## src/sv/pfe_pkg.sv

```systemverilog
// shared types and constants for the postfix expression evaluator
package pfe_pkg;

  // width of the reported result field
  localparam int VALUE_W = 16;

  // status codes
  localparam logic [2:0] ST_OK      = 3'd0;
  localparam logic [2:0] ST_INVALID = 3'd1;
  localparam logic [2:0] ST_UNDER   = 3'd2;
  localparam logic [2:0] ST_OVER    = 3'd3;
  localparam logic [2:0] ST_DIVZERO = 3'd4;

  // character codes
  localparam logic [7:0] CH_ZERO  = 8'h30;
  localparam logic [7:0] CH_NINE  = 8'h39;
  localparam logic [7:0] CH_PLUS  = 8'h2B;
  localparam logic [7:0] CH_MINUS = 8'h2D;
  localparam logic [7:0] CH_STAR  = 8'h2A;
  localparam logic [7:0] CH_SLASH = 8'h2F;
  localparam logic [7:0] CH_UP_A  = 8'h41;
  localparam logic [7:0] CH_UP_Z  = 8'h5A;
  localparam logic [7:0] CH_LO_A  = 8'h61;
  localparam logic [7:0] CH_LO_Z  = 8'h7A;

  // move of one stack cell per cycle
  typedef enum logic [1:0] {
    CELL_HOLD,
    CELL_DOWN,
    CELL_UP
  } cell_op_t;

  // request to the multiply/divide unit
  typedef struct packed {
    logic start;
    logic is_div;
  } md_req_t;

  // input item
  typedef struct packed {
    logic [7:0] ch;
    logic       last;
  } in_item_t;

  // result item
  typedef struct packed {
    logic [2:0]                status;
    logic                      has_value;
    logic signed [VALUE_W-1:0] value;
  } out_item_t;

endpackage

```

## src/sv/pfe_cell.sv

```systemverilog
// one stack entry: holds, takes from the entry above or from the entry below
module pfe_cell #(
  parameter int WIDTH = 16
) (
  input  logic              clk,
  input  pfe_pkg::cell_op_t op,
  input  logic [WIDTH-1:0]  from_above,
  input  logic [WIDTH-1:0]  from_below,
  output logic [WIDTH-1:0]  q
);

  logic [WIDTH-1:0] q_r;
  logic [WIDTH-1:0] q_nxt;

  // neighbor select
  always_comb begin
    case (op)
      pfe_pkg::CELL_DOWN: q_nxt = from_above;
      pfe_pkg::CELL_UP:   q_nxt = from_below;
      default:            q_nxt = q_r;
    endcase
  end

  always_ff @(posedge clk) begin
    q_r <= q_nxt;
  end

  assign q = q_r;

endmodule

```

## src/sv/pfe_muldiv.sv

```systemverilog
// bit-serial multiplier and signed truncating divider, one bit per cycle
module pfe_muldiv #(
  parameter int WIDTH = 16
) (
  input  logic             clk,
  input  logic             rst_n,
  input  pfe_pkg::md_req_t req,
  input  logic [WIDTH-1:0] a,
  input  logic [WIDTH-1:0] b,
  output logic             done,
  output logic [WIDTH-1:0] result
);

  localparam int CNT_W = $clog2(WIDTH);

  typedef enum logic [1:0] {
    MD_IDLE,
    MD_RUN,
    MD_FIX
  } md_state_t;

  md_state_t        state_r, state_nxt;
  logic [CNT_W-1:0] cnt_r, cnt_nxt;
  logic             is_div_r, is_div_nxt;
  logic             neg_r, neg_nxt;
  logic [WIDTH-1:0] acc_r, acc_nxt;       // product accumulator
  logic [WIDTH-1:0] mcand_r, mcand_nxt;   // multiplicand, or divisor magnitude
  logic [WIDTH-1:0] mplier_r, mplier_nxt; // multiplier, or dividend/quotient
  logic [WIDTH:0]   rem_r, rem_nxt;
  logic             done_r, done_nxt;
  logic [WIDTH-1:0] result_r, result_nxt;

  logic [WIDTH-1:0] a_mag;
  logic [WIDTH-1:0] b_mag;
  logic [WIDTH:0]   rem_sh;

  assign a_mag  = a[WIDTH-1] ? (~a + 1'b1) : a;
  assign b_mag  = b[WIDTH-1] ? (~b + 1'b1) : b;
  assign rem_sh = {rem_r[WIDTH-1:0], mplier_r[WIDTH-1]};

  always_comb begin
    state_nxt  = state_r;
    cnt_nxt    = cnt_r;
    is_div_nxt = is_div_r;
    neg_nxt    = neg_r;
    acc_nxt    = acc_r;
    mcand_nxt  = mcand_r;
    mplier_nxt = mplier_r;
    rem_nxt    = rem_r;
    done_nxt   = 1'b0;
    result_nxt = result_r;
    case (state_r)
      MD_IDLE: begin
        if (req.start) begin
          state_nxt  = MD_RUN;
          cnt_nxt    = CNT_W'(WIDTH - 1);
          is_div_nxt = req.is_div;
          neg_nxt    = a[WIDTH-1] ^ b[WIDTH-1];
          acc_nxt    = '0;
          rem_nxt    = '0;
          // low bits of the product do not depend on sign
          mcand_nxt  = req.is_div ? b_mag : a;
          mplier_nxt = req.is_div ? a_mag : b;
        end
      end
      MD_RUN: begin
        if (is_div_r) begin
          // restoring step: shift in next dividend bit, subtract if it fits
          mplier_nxt = {mplier_r[WIDTH-2:0], 1'b0};
          if (rem_sh >= {1'b0, mcand_r}) begin
            rem_nxt       = rem_sh - {1'b0, mcand_r};
            mplier_nxt[0] = 1'b1;
          end else begin
            rem_nxt = rem_sh;
          end
        end else begin
          // shift-add step
          if (mplier_r[0]) begin
            acc_nxt = acc_r + mcand_r;
          end
          mcand_nxt  = {mcand_r[WIDTH-2:0], 1'b0};
          mplier_nxt = {1'b0, mplier_r[WIDTH-1:1]};
        end
        if (cnt_r == '0) begin
          state_nxt = MD_FIX;
        end else begin
          cnt_nxt = cnt_r - 1'b1;
        end
      end
      MD_FIX: begin
        // quotient sign fix; a product is passed on as it is
        if (is_div_r) begin
          result_nxt = neg_r ? (~mplier_r + 1'b1) : mplier_r;
        end else begin
          result_nxt = acc_r;
        end
        done_nxt  = 1'b1;
        state_nxt = MD_IDLE;
      end
      default: state_nxt = MD_IDLE;
    endcase
  end

  always_ff @(posedge clk) begin
    if (!rst_n) begin
      state_r <= MD_IDLE;
      done_r  <= 1'b0;
    end else begin
      state_r <= state_nxt;
      done_r  <= done_nxt;
    end
    cnt_r    <= cnt_nxt;
    is_div_r <= is_div_nxt;
    neg_r    <= neg_nxt;
    acc_r    <= acc_nxt;
    mcand_r  <= mcand_nxt;
    mplier_r <= mplier_nxt;
    rem_r    <= rem_nxt;
    result_r <= result_nxt;
  end

  assign done   = done_r;
  assign result = result_r;

endmodule

```

## src/sv/postfix_expression_evaluator.sv

```systemverilog
// top level: postfix expression evaluator over a chain of stack cells
// Each input item is one character of a postfix expression; each item gives exactly one
// result item. The operand stack is a row of DEPTH cells, the top entry in cell 0: a push
// shifts every cell down by one, an operator shifts cells 1 and below up and writes its result
// into cell 0. Items are taken one at a time. Digits, letters, other characters, '+' and '-'
// pass from acceptance through the execute and done states to the result register; '*' and '/'
// also wait for the shared bit-serial multiply/divide unit that retires one bit per cycle. A new
// item is accepted from the cycle after the previous one has reached the result register;
// a stalled result holds the input off until the result register frees up. The stack
// needs no clearing after reset; entry count starts at zero.
module postfix_expression_evaluator #(
  parameter int DEPTH = 32,
  parameter int WIDTH = 16
) (
  input  logic               clk,
  input  logic               rst_n,
  input  logic               in_valid,
  output logic               in_stall,
  input  pfe_pkg::in_item_t  in_data,
  output logic               out_valid,
  input  logic               out_stall,
  output pfe_pkg::out_item_t out_data
);

  localparam int CNT_W = $clog2(DEPTH + 1);

  typedef enum logic [1:0] {
    S_IDLE,
    S_EXEC,
    S_WAIT,
    S_DONE
  } state_t;

  state_t             state_r, state_nxt;
  logic [7:0]         ch_r, ch_nxt;
  logic               last_r, last_nxt;
  logic [2:0]         status_r, status_nxt;
  logic [CNT_W-1:0]   count_r, count_nxt;
  logic               out_valid_r, out_valid_nxt;
  pfe_pkg::out_item_t out_data_r, out_data_nxt;

  // stack chain
  logic [WIDTH-1:0]   cell_q [DEPTH];
  pfe_pkg::cell_op_t  top_op;
  pfe_pkg::cell_op_t  rest_op;
  logic [WIDTH-1:0]   top_load;

  pfe_pkg::md_req_t   md_req;
  logic               md_done;
  logic [WIDTH-1:0]   md_result;

  logic               is_digit;
  logic               is_letter;
  logic               is_op;
  logic               out_free;
  logic               out_load;
  logic [WIDTH-1:0]   opa;
  logic [WIDTH-1:0]   opb;
  logic signed [WIDTH-1:0] top_s;

  assign opa   = cell_q[1];
  assign opb   = cell_q[0];
  assign top_s = signed'(cell_q[0]);

  // character class
  assign is_digit  = (ch_r >= pfe_pkg::CH_ZERO) && (ch_r <= pfe_pkg::CH_NINE);
  assign is_letter = ((ch_r >= pfe_pkg::CH_UP_A) && (ch_r <= pfe_pkg::CH_UP_Z)) ||
                     ((ch_r >= pfe_pkg::CH_LO_A) && (ch_r <= pfe_pkg::CH_LO_Z));
  assign is_op     = (ch_r == pfe_pkg::CH_PLUS) || (ch_r == pfe_pkg::CH_MINUS) ||
                     (ch_r == pfe_pkg::CH_STAR) || (ch_r == pfe_pkg::CH_SLASH);

  assign out_free = !out_valid_r || !out_stall;
  assign out_load = (state_r == S_DONE) && out_free;

  // row of stack cells
  for (genvar i = 0; i < DEPTH; i++) begin : g_cell
    logic [WIDTH-1:0] above;
    logic [WIDTH-1:0] below;
    if (i == 0) begin : g_top
      assign above = top_load;
    end else begin : g_above
      assign above = cell_q[i-1];
    end
    if (i == DEPTH - 1) begin : g_bottom
      assign below = '0;
    end else begin : g_below
      assign below = cell_q[i+1];
    end
    pfe_cell #(
      .WIDTH (WIDTH)
    ) u_cell (
      .clk        (clk),
      .op         ((i == 0) ? top_op : rest_op),
      .from_above (above),
      .from_below (below),
      .q          (cell_q[i])
    );
  end

  pfe_muldiv #(
    .WIDTH (WIDTH)
  ) u_muldiv (
    .clk    (clk),
    .rst_n  (rst_n),
    .req    (md_req),
    .a      (opa),
    .b      (opb),
    .done   (md_done),
    .result (md_result)
  );

  // sequencer
  always_comb begin
    state_nxt     = state_r;
    ch_nxt        = ch_r;
    last_nxt      = last_r;
    status_nxt    = status_r;
    count_nxt     = count_r;
    out_valid_nxt = out_valid_r;
    out_data_nxt  = out_data_r;
    top_op        = pfe_pkg::CELL_HOLD;
    rest_op       = pfe_pkg::CELL_HOLD;
    top_load      = '0;
    md_req.start  = 1'b0;
    md_req.is_div = (ch_r == pfe_pkg::CH_SLASH);

    if (out_valid_r && !out_stall) begin
      out_valid_nxt = 1'b0;
    end

    case (state_r)
      S_IDLE: begin
        if (in_valid) begin
          ch_nxt     = in_data.ch;
          last_nxt   = in_data.last;
          status_nxt = pfe_pkg::ST_OK;
          state_nxt  = S_EXEC;
        end
      end
      S_EXEC: begin
        state_nxt = S_DONE;
        if (is_digit) begin
          if (count_r >= CNT_W'(DEPTH)) begin
            status_nxt = pfe_pkg::ST_OVER;
          end else begin
            top_op    = pfe_pkg::CELL_DOWN;
            rest_op   = pfe_pkg::CELL_DOWN;
            top_load  = WIDTH'(ch_r - pfe_pkg::CH_ZERO);
            count_nxt = count_r + 1'b1;
          end
        end else if (is_letter) begin
          status_nxt = pfe_pkg::ST_INVALID;
        end else if (is_op) begin
          if (count_r < CNT_W'(2)) begin
            status_nxt = pfe_pkg::ST_UNDER;
          end else if (ch_r == pfe_pkg::CH_PLUS || ch_r == pfe_pkg::CH_MINUS) begin
            top_op    = pfe_pkg::CELL_DOWN;
            rest_op   = pfe_pkg::CELL_UP;
            top_load  = (ch_r == pfe_pkg::CH_PLUS) ? (opa + opb) : (opa - opb);
            count_nxt = count_r - 1'b1;
          end else if (ch_r == pfe_pkg::CH_SLASH && opb == '0) begin
            status_nxt = pfe_pkg::ST_DIVZERO;
          end else begin
            md_req.start = 1'b1;
            state_nxt    = S_WAIT;
          end
        end
      end
      S_WAIT: begin
        // pop both operands, push the unit's result
        if (md_done) begin
          top_op    = pfe_pkg::CELL_DOWN;
          rest_op   = pfe_pkg::CELL_UP;
          top_load  = md_result;
          count_nxt = count_r - 1'b1;
          state_nxt = S_DONE;
        end
      end
      S_DONE: begin
        if (out_free) begin
          out_valid_nxt          = 1'b1;
          out_data_nxt.status    = status_r;
          out_data_nxt.has_value = 1'b0;
          out_data_nxt.value     = '0;
          if (last_r) begin
            if (count_r == '0) begin
              if (status_r == pfe_pkg::ST_OK) begin
                out_data_nxt.status = pfe_pkg::ST_UNDER;
              end
            end else begin
              out_data_nxt.has_value = 1'b1;
              out_data_nxt.value     = pfe_pkg::VALUE_W'(top_s);
            end
            count_nxt = '0;
          end
          state_nxt = S_IDLE;
        end
      end
      default: state_nxt = S_IDLE;
    endcase
  end

  always_ff @(posedge clk) begin
    if (!rst_n) begin
      state_r     <= S_IDLE;
      count_r     <= '0;
      out_valid_r <= 1'b0;
    end else begin
      state_r     <= state_nxt;
      count_r     <= count_nxt;
      out_valid_r <= out_valid_nxt;
    end
    ch_r       <= ch_nxt;
    last_r     <= last_nxt;
    status_r   <= status_nxt;
    out_data_r <= out_data_nxt;
  end

  assign in_stall  = (state_r != S_IDLE);
  assign out_valid = out_valid_r;
  assign out_data  = out_data_r;

  // checks
  a_count_bound: assert property (@(posedge clk) disable iff (!rst_n)
    count_r <= CNT_W'(DEPTH))
    else $error("entry count above stack depth");

  a_md_done_in_wait: assert property (@(posedge clk) disable iff (!rst_n)
    md_done |-> state_r == S_WAIT)
    else $error("multiply/divide result outside wait state");

  a_last_empties: assert property (@(posedge clk) disable iff (!rst_n)
    out_load && last_r |=> count_r == '0)
    else $error("stack not emptied after last item");

  a_no_value_zero: assert property (@(posedge clk) disable iff (!rst_n)
    out_valid && !out_data.has_value |-> out_data.value == '0)
    else $error("value nonzero without a result");

endmodule

```

## config.mk

```make
export PLATFORM = sky130hd
export DESIGN_NAME = postfix_expression_evaluator
export DESIGN_NICKNAME = d
export VERILOG_FILES = /design/src/sv/pfe_pkg.sv /design/src/sv/pfe_cell.sv /design/src/sv/pfe_muldiv.sv /design/src/sv/postfix_expression_evaluator.sv
export SDC_FILE = /design/constraint.sdc
export NUM_CORES = 1
export LEC_CHECK = 0
export BUFFER_PORTS_ARGS = -buffer_cell sky130_fd_sc_hd__buf_2
export CAP_MARGIN = 20
export CORE_MARGIN = 3
export CORE_UTILIZATION = 55
export CTS_BUF_LIST = sky130_fd_sc_hd__clkbuf_8
export DETAILED_ROUTE_END_ITERATION = 6
export PLACE_DENSITY = 0.68
export SKIP_LAST_GASP = 1
export SLEW_MARGIN = 20
export SYNTH_ARGS = -nofsm -noshare
export SYNTH_HDL_FRONTEND = slang
export SYNTH_HIERARCHICAL = 1
export SYNTH_SLANG_ARGS = --single-unit
```

## constraint.sdc

```tcl
create_clock -name clk -period 7.6 [get_ports clk]
set_input_delay 1.52 -clock clk [delete_from_list [all_inputs] [get_ports clk]]
set_output_delay 1.52 -clock clk [all_outputs]
set_load 0.01 [all_outputs]
```

# Word level (Yosys, flattened, before mapping)
# Index checks and enable logic that the tools add are counted.
[word_totals]
ff_bits = 642
inputBits = 13
output_inout_bits = 22
elab_cells = 272
[op_classes]
addsub = 11
order_cmp = 9
eq_ne = 32
muxes = 127
bitwise_logic = 5
reduce_logical = 37
[ops]
columns = ["cell", "n"]
rows = [
  ["one-hot mux 16 bit (2 select lines)", 37],
  ["two-way mux 16 bit", 24],
  ["two-way mux 6 bit", 9],
  ["adder 16 x 1 -> 16 bit, second input constant", 3],
  ["inverter 16 bit", 3],
  ["adder 16 bit", 2],
  ["== test 8 x 6 -> 1 bit, second input constant", 4],
  ["subtractor 16 bit", 2],
  ["two-way mux 3 bit", 10],
  ["two-way mux 1 bit", 24],
  ["two-way mux 2 bit", 12],
  ["two-way mux 20 bit", 1],
  ["inequality test 3 bit, second input constant", 6],
  ["one-hot mux 6 bit (3 select lines)", 1],
  [">= comparator 17 x 16 -> 1 bit", 1],
  ["two-way mux 17 bit", 1],
  [">= comparator 8 x 7 -> 1 bit, second input constant", 2],
  ["less-or-equal comparator 8 x 7 -> 1 bit, second input constant", 2],
  ["logical NOT 16 bit", 1],
  ["inequality test 2 bit, second input constant", 6],
  ["one-hot mux 2 bit (2 select lines)", 3],
  ["AND reduction 3 bit", 4],
  ["== test 2 bit, second input constant", 5],
  ["inequality test 5 bit, second input constant", 2],
  ["other kinds (31)", 56],
]

# Logic depth before layout (Yosys ltp)
[logic_depth]
word_depth = 11
mapped_depth = 16
mapped_depth_nobuf = 15

# Hierarchy
# Netlist, hierarchy kept.
[by_module_without_submodules]
columns = ["mod", "instances", "cells_per_inst", "area_per_inst_um2", "seq_area_each_um2"]
rows = [
  ["pfe_cell", 32, 37, 749.5, 480.5],
  ["pfe_muldiv", 1, 693, 6451.2, 2642.5],
  ["postfix_expression_evaluator", 1, 416, 3648.5, 1141.1],
]

# Worst setup path after synthesis
# OpenSTA, ideal clock, no wires.
[synth_path]
kind = "reg-to-reg"
startpoint = "register ch_r[4]"
endpoint = "register g_cell[10].u_cell.q_r[10] (data pin)"
setup_time_ns = 0.260
t_arrival_ns = 3.565
t_required_ns = 7.340
slack_ns = 3.774
path_stages_with_launch = 13
path_buffers = 3
period_less_slack_ns = 3.826
cell_sequence = "edfxtp_1 > inv_1 > ha_1 > and4bb_2 > o2111a_2 > and3_1 > buf_6 > nor2_1 > nor2_1 > ha_1 > buf_6 > buf_12 > mux2_4"
[synth_between]
elab_chain_len = 10
word_cells_on_any_way = 26
cone_classes = "order compare (6); eq/ne (6); mux (7); reduce/logical (7)"
[synth_lines]
columns = ["item", "line_no", "text"]
rows = [
  ["start, declared", "postfix_expression_evaluator.sv:35", "logic [7:0] ch_r, ch_nxt;"],
  ["start signal, assigned", "postfix_expression_evaluator.sv:213", "ch_r <= ch_nxt;"],
  ["== test 8 x 6 -> 1 bit", "postfix_expression_evaluator.sv:69, postfix_expression_evaluator.sv:156", ""],
  ["logical OR 1 bit", "postfix_expression_evaluator.sv:69, postfix_expression_evaluator.sv:156", ""],
  ["two-way mux 2 bit / logical OR 1 bit (equally long branches)", "postfix_expression_evaluator.sv:156, postfix_expression_evaluator.sv:69", ""],
  ["two-way mux 2 bit / logical OR 1 bit (equally long branches)", "postfix_expression_evaluator.sv:154, postfix_expression_evaluator.sv:70", ""],
  ["two-way mux 2 bit", "postfix_expression_evaluator.sv:153", "end else if (is_op) begin"],
  ["two-way mux 2 bit", "postfix_expression_evaluator.sv:151", "end else if (is_letter) begin"],
  ["two-way mux 2 bit (*)", "postfix_expression_evaluator.sv:142", "if (is_digit) begin"],
  ["one-hot mux 2 bit (2 select lines) (*)", "postfix_expression_evaluator.sv:131", "case (state_r)"],
  ["via rest_op[1]", "postfix_expression_evaluator.sv:45", "pfe_pkg::cell_op_t rest_op;"],
  ["== test 2 bit / == test 2 x 1 -> 1 bit (equally long branches)", "pfe_cell.sv:17", "case (op)"],
  ["one-hot mux 16 bit (2 select lines) (*)", "pfe_cell.sv:17", ""],
  ["via g_cell[10].u_cell.q_nxt[10]", "pfe_cell.sv:13", "logic [WIDTH-1:0] q_nxt;"],
  ["end signal, assigned", "pfe_cell.sv:25", "q_r <= q_nxt;"],
  ["end, declared", "pfe_cell.sv:12", "logic [WIDTH-1:0] q_r;"],
]
# Mark *: on every way through the listed nets, which the timed path passes. The rest lies on a longest branch.
# A chain may end at the register's enable or synchronous reset.

# Worst setup path after layout
[layout_path]
startpoint = "register ch_r[5]"
endpoint = "register g_cell[30].u_cell.q_r[14] (data pin)"
[layout_between]
elab_chain_len = 10
word_cells_on_any_way = 26
cone_classes = "order compare (6); eq/ne (6); mux (7); reduce/logical (7)"
[layout_lines]
columns = ["item", "line_no"]
rows = [
  ["== test 8 x 6 -> 1 bit", "postfix_expression_evaluator.sv:69, postfix_expression_evaluator.sv:156"],
  ["logical OR 1 bit", "postfix_expression_evaluator.sv:69, postfix_expression_evaluator.sv:156"],
  ["two-way mux 2 bit / logical OR 1 bit (equally long branches)", "postfix_expression_evaluator.sv:156, postfix_expression_evaluator.sv:69"],
  ["two-way mux 2 bit / logical OR 1 bit (equally long branches)", "postfix_expression_evaluator.sv:154, postfix_expression_evaluator.sv:70"],
  ["two-way mux 2 bit", "postfix_expression_evaluator.sv:153"],
  ["two-way mux 2 bit", "postfix_expression_evaluator.sv:151"],
  ["two-way mux 2 bit (*)", "postfix_expression_evaluator.sv:142"],
  ["one-hot mux 2 bit (2 select lines) (*)", "postfix_expression_evaluator.sv:131"],
  ["via rest_op[1]", "postfix_expression_evaluator.sv:45"],
  ["== test 2 bit / == test 2 x 1 -> 1 bit (equally long branches)", "pfe_cell.sv:17"],
  ["one-hot mux 16 bit (2 select lines) (*)", "pfe_cell.sv:17"],
  ["via g_cell[30].u_cell.q_nxt[14]", "pfe_cell.sv:13"],
  ["end signal, assigned", "pfe_cell.sv:25"],
  ["end, declared", "pfe_cell.sv:12"],
]
# Marked as above.

==> results.sh <==
export IMPL_die_area_um2=65000
export IMPL_crit_required_ns=8.05
export IMPL_fin_ws_ns=3.45
export IMPL_row_count=90
export IMPL_p_leak_uw=0.0130
export IMPL_postSynthCellCount=2293
export IMPL_hold_end="out_data[19]$_DFFE_PP_"
export IMPL_grt_pass1_wl_um=107000
export IMPL_hold_path_class="reg -> reg"
export IMPL_num_vias=18782
export IMPL_drive_gt1_share_pct=29.3
export IMPL_die_height_um=255
export IMPL_endpoint_kind="flip-flop"
export IMPL_min_path_cells=0
export IMPL_grt_antenna_before_repair=1
export IMPL_timing_slew_headroom_pct=31.0
export IMPL_final_setup_viol_count=0
export IMPL_cts_hold_buf=0
export IMPL_rsz0062_at_grt="no"
export IMPL_r2r_setup_slack_ns=3.45
export IMPL_syn_area_um2=34100
export IMPL_htreeDepth=3
export IMPL_final_hold_violation_count=0
export IMPL_cts_resized=0
export IMPL_cts_tree="built"
export IMPL_power_density_nw_per_um2=213
export IMPL_finalSetupTns_ns=0
export IMPL_async_reset_ff_share_pct=0
export IMPL_grt_max_degree=72
export IMPL_ir_drop_mv=0.156
export IMPL_synth_edf_count=630
export IMPL_crit_fanout=31
export IMPL_reg2reg_to="g_cell[30].u_cell/q[14]$_DFFE_PP_"
export IMPL_cts_sinks=642
export IMPL_worstMarginPinSlew_ns=1.04
export IMPL_final_common_cell="edfxtp_1"
export IMPL_place_port_buffers=34
export IMPL_nFillCells=4633
export IMPL_r2r_worst_path_cells=9
export IMPL_ys_ff_latch=642
export IMPL_synth_distinct_cells=82
export IMPL_start_util_pct=56.0
export IMPL_synth_warnings=6
export IMPL_reg2reg_from="ch_r[5]$_DFFE_PP_"
export IMPL_dp_hpwl_um=49200
export IMPL_cts_root_buf="clkbuf_8"
export IMPL_fin_nets=2459
export IMPL_viasPerCell=5.85
export IMPL_final_cell_mix="edfxtp_1, mux2_4, mux2_2, inv_1, clkbuf_8"
export IMPL_numCtsBuffers=105
export IMPL_worst_setup_path_type="reg -> reg"
export IMPL_maxCapViolCount=0
export IMPL_hold_path_startpoint="status_r[2]$_SDFFCE_PP0P_"
export IMPL_gp_congestion=0.894
export IMPL_synth_avg_cell_area_um2=14.9
export IMPL_maxSlewViolCount=0
export IMPL_wl_per_cell_um=21.5
export IMPL_arrival_ns=4.60
export IMPL_yosysSeqAreaShare_pct=56.2
export IMPL_coreArea_um2=60800
export IMPL_worstSetupStartpointType="flip-flop"
export IMPL_clkLatencyLatePin_ns=0.71
export IMPL_fin_skew_ns=0.0217
export IMPL_synth_ff_type="edfxtp_1"
export IMPL_dr_pass1_iters=5
export IMPL_status="completed"
export IMPL_grt_pass1_vias=18644
export IMPL_overflow=0
export IMPL_postRouteAntennaNets=0
export IMPL_clk_pin_slew_ns=0.06
export IMPL_die_x_um=255
export IMPL_fin_crit_sh_pct=54.6
export IMPL_drt_iter0_markers=1523
export IMPL_seq_area_um2=19200
export IMPL_drc=0
export IMPL_multi_input_area_um2=13300
export IMPL_dp_slack_ns=3.46
export IMPL_layout_min_cycle_time_ns=4.15
export IMPL_post_cts_setup_buffers=0
export IMPL_drt_total_wl_um=68900
export IMPL_fmax_ghz=0.241
export IMPL_clockBufferDepth=3
export IMPL_grt_usage_pct=21.2
export IMPL_pin_count=35
export IMPL_areaGrowthSynthToFinish_pct=5.75
[metal layers]
layer / vias up / share of wire [%] / GRT usage [%] / routed length [µm]
met5: - / 0 / 0 / 0
met4: 0 / 2.5 / 6.91 / 1700
met3: 121 / 5.7 / 4.07 / 3910
met2: 538 / 45 / 32.9 / 31200
met1: 9361 / 47 / 30.3 / 32100
li1: 8762 / - / - / -
[worst max-delay path, stage by stage (launching register included)]
cell	delay, ns
edfxtp_1	0.47
ha_1	0.27
o211a_1	0.23
or2_1	0.45
and3_1	0.50
nor2_1	0.10
nor2_2	0.10
buf_4	0.40
ha_1	0.93
mux2_2	0.43
[report_power, final]
group	leakage [µW]	switching [µW]	internal, µW
registers	0.00574	153	4060
clock network	0.00110	1360	1340
logic	0.00619	454	329
total	0.0130	1970	5720
[synthesized netlist by cell type, types with 8 or more instances]
library cell  count  share of area [%]
a211oi_1         11               0.24
and2_1           24               0.44
nand3_1          23               0.34
a21oi_1          80                1.2
buf_12           32                1.9
ha_1             97                3.6
o211ai_1         26               0.57
nor3_1           21               0.31
o22ai_1          10               0.18
or3_1            10               0.18
mux2_2          193                6.4
o21ai_0          81                1.2
nor4_1            9               0.17
clkbuf_1         37               0.41
nand2_1          90               0.99
mux2_4          320                 14
nand2b_1          9               0.17
nor2b_1          14               0.26
xor2_1           50                1.3
o31ai_1          20               0.44
dfxtp_1          12               0.70
edfxtp_1        630                 56
a21o_1           21               0.46
mux2i_1          31               0.91
buf_6            37                1.2
o21a_1            8               0.18
nand4_1           8               0.15
inv_1           120                1.3
xnor2_1          43                1.1
and3_1            9               0.17
nor2_1          107                1.2
[kinds of logic after synthesis]
| logic type | after synthesis | synth area share, % |
|---|---|---|
| buffers and inverters | 238 | 5.00 |
| AO/OA/AOI/OAI | 321 | 6.14 |
| AND/OR/NAND/NOR | 353 | 5.06 |
| XOR/XNOR | 93 | 2.39 |
| multiplexers | 545 | 21.5 |
| adder cells (fa/ha/maj) | 100 | 3.74 |
| flip-flops | 642 | 56.2 |
| other | 1 | 0.0110 |
[final cells by class]
class	instances	share of cell area [%]
Sequential cell	642	53.2
Multi-Input combinational cell	1429	36.9
Clock buffer	106	4.05
Tap cell	782	2.71
Inverter	120	1.25
Clock inverter	83	1.12
Timing Repair Buffer	48	0.764
Antenna cell	1	0.00694
[worst max-delay path by stage]
stage                      start                                end  cells past startpoint
2_1_floorplan  ch_r[4]$_DFFE_PP_  g_cell[10].u_cell/q[10]$_DFFE_PP_                     12
3_3_place_gp   ch_r[5]$_DFFE_PP_   g_cell[30].u_cell/q[2]$_DFFE_PP_                      9
3_5_place_dp   ch_r[5]$_DFFE_PP_   g_cell[29].u_cell/q[1]$_DFFE_PP_                      9
4_1_cts        ch_r[5]$_DFFE_PP_   g_cell[29].u_cell/q[1]$_DFFE_PP_                      9
5_1_grt        ch_r[5]$_DFFE_PP_   g_cell[29].u_cell/q[0]$_DFFE_PP_                      9
6_report       ch_r[5]$_DFFE_PP_  g_cell[30].u_cell/q[14]$_DFFE_PP_                      9
[flip-flops by register name (all words and copies together), names as in the netlist]
register and cells:
u_muldiv/rem_r 16, g_cell.u_cell/q 512, u_muldiv/done 1, u_muldiv/is_div_r 1, u_muldiv/acc_r 16, u_muldiv/cnt_r 4, u_muldiv/neg_r 1, state_r 2
out_data 20, status_r 3, u_muldiv/mcand_r 16, u_muldiv/result 16, ch_r 8, out_valid 1, u_muldiv/state_r 2, last_r 1
u_muldiv/mplier_r 16, count_r 6
[through the flow]
stage          total power, µW  util (%)  hold WS (ns)  instance area (µm²)  instances
3_5_place_dp              5050      56.2         0.469                34200       3021
3_3_place_gp              5020      56.2         0.464                34200       3021
2_1_floorplan             4820         -         0.486                34100       2309
5_1_grt                   8030      59.3         0.498                36000       3211
4_1_cts                   7770      59.3         0.480                36000       3210
6_report                  7690      59.3         0.484                36000       3211
No activity file was read; power rests on OpenSTA's default activity.
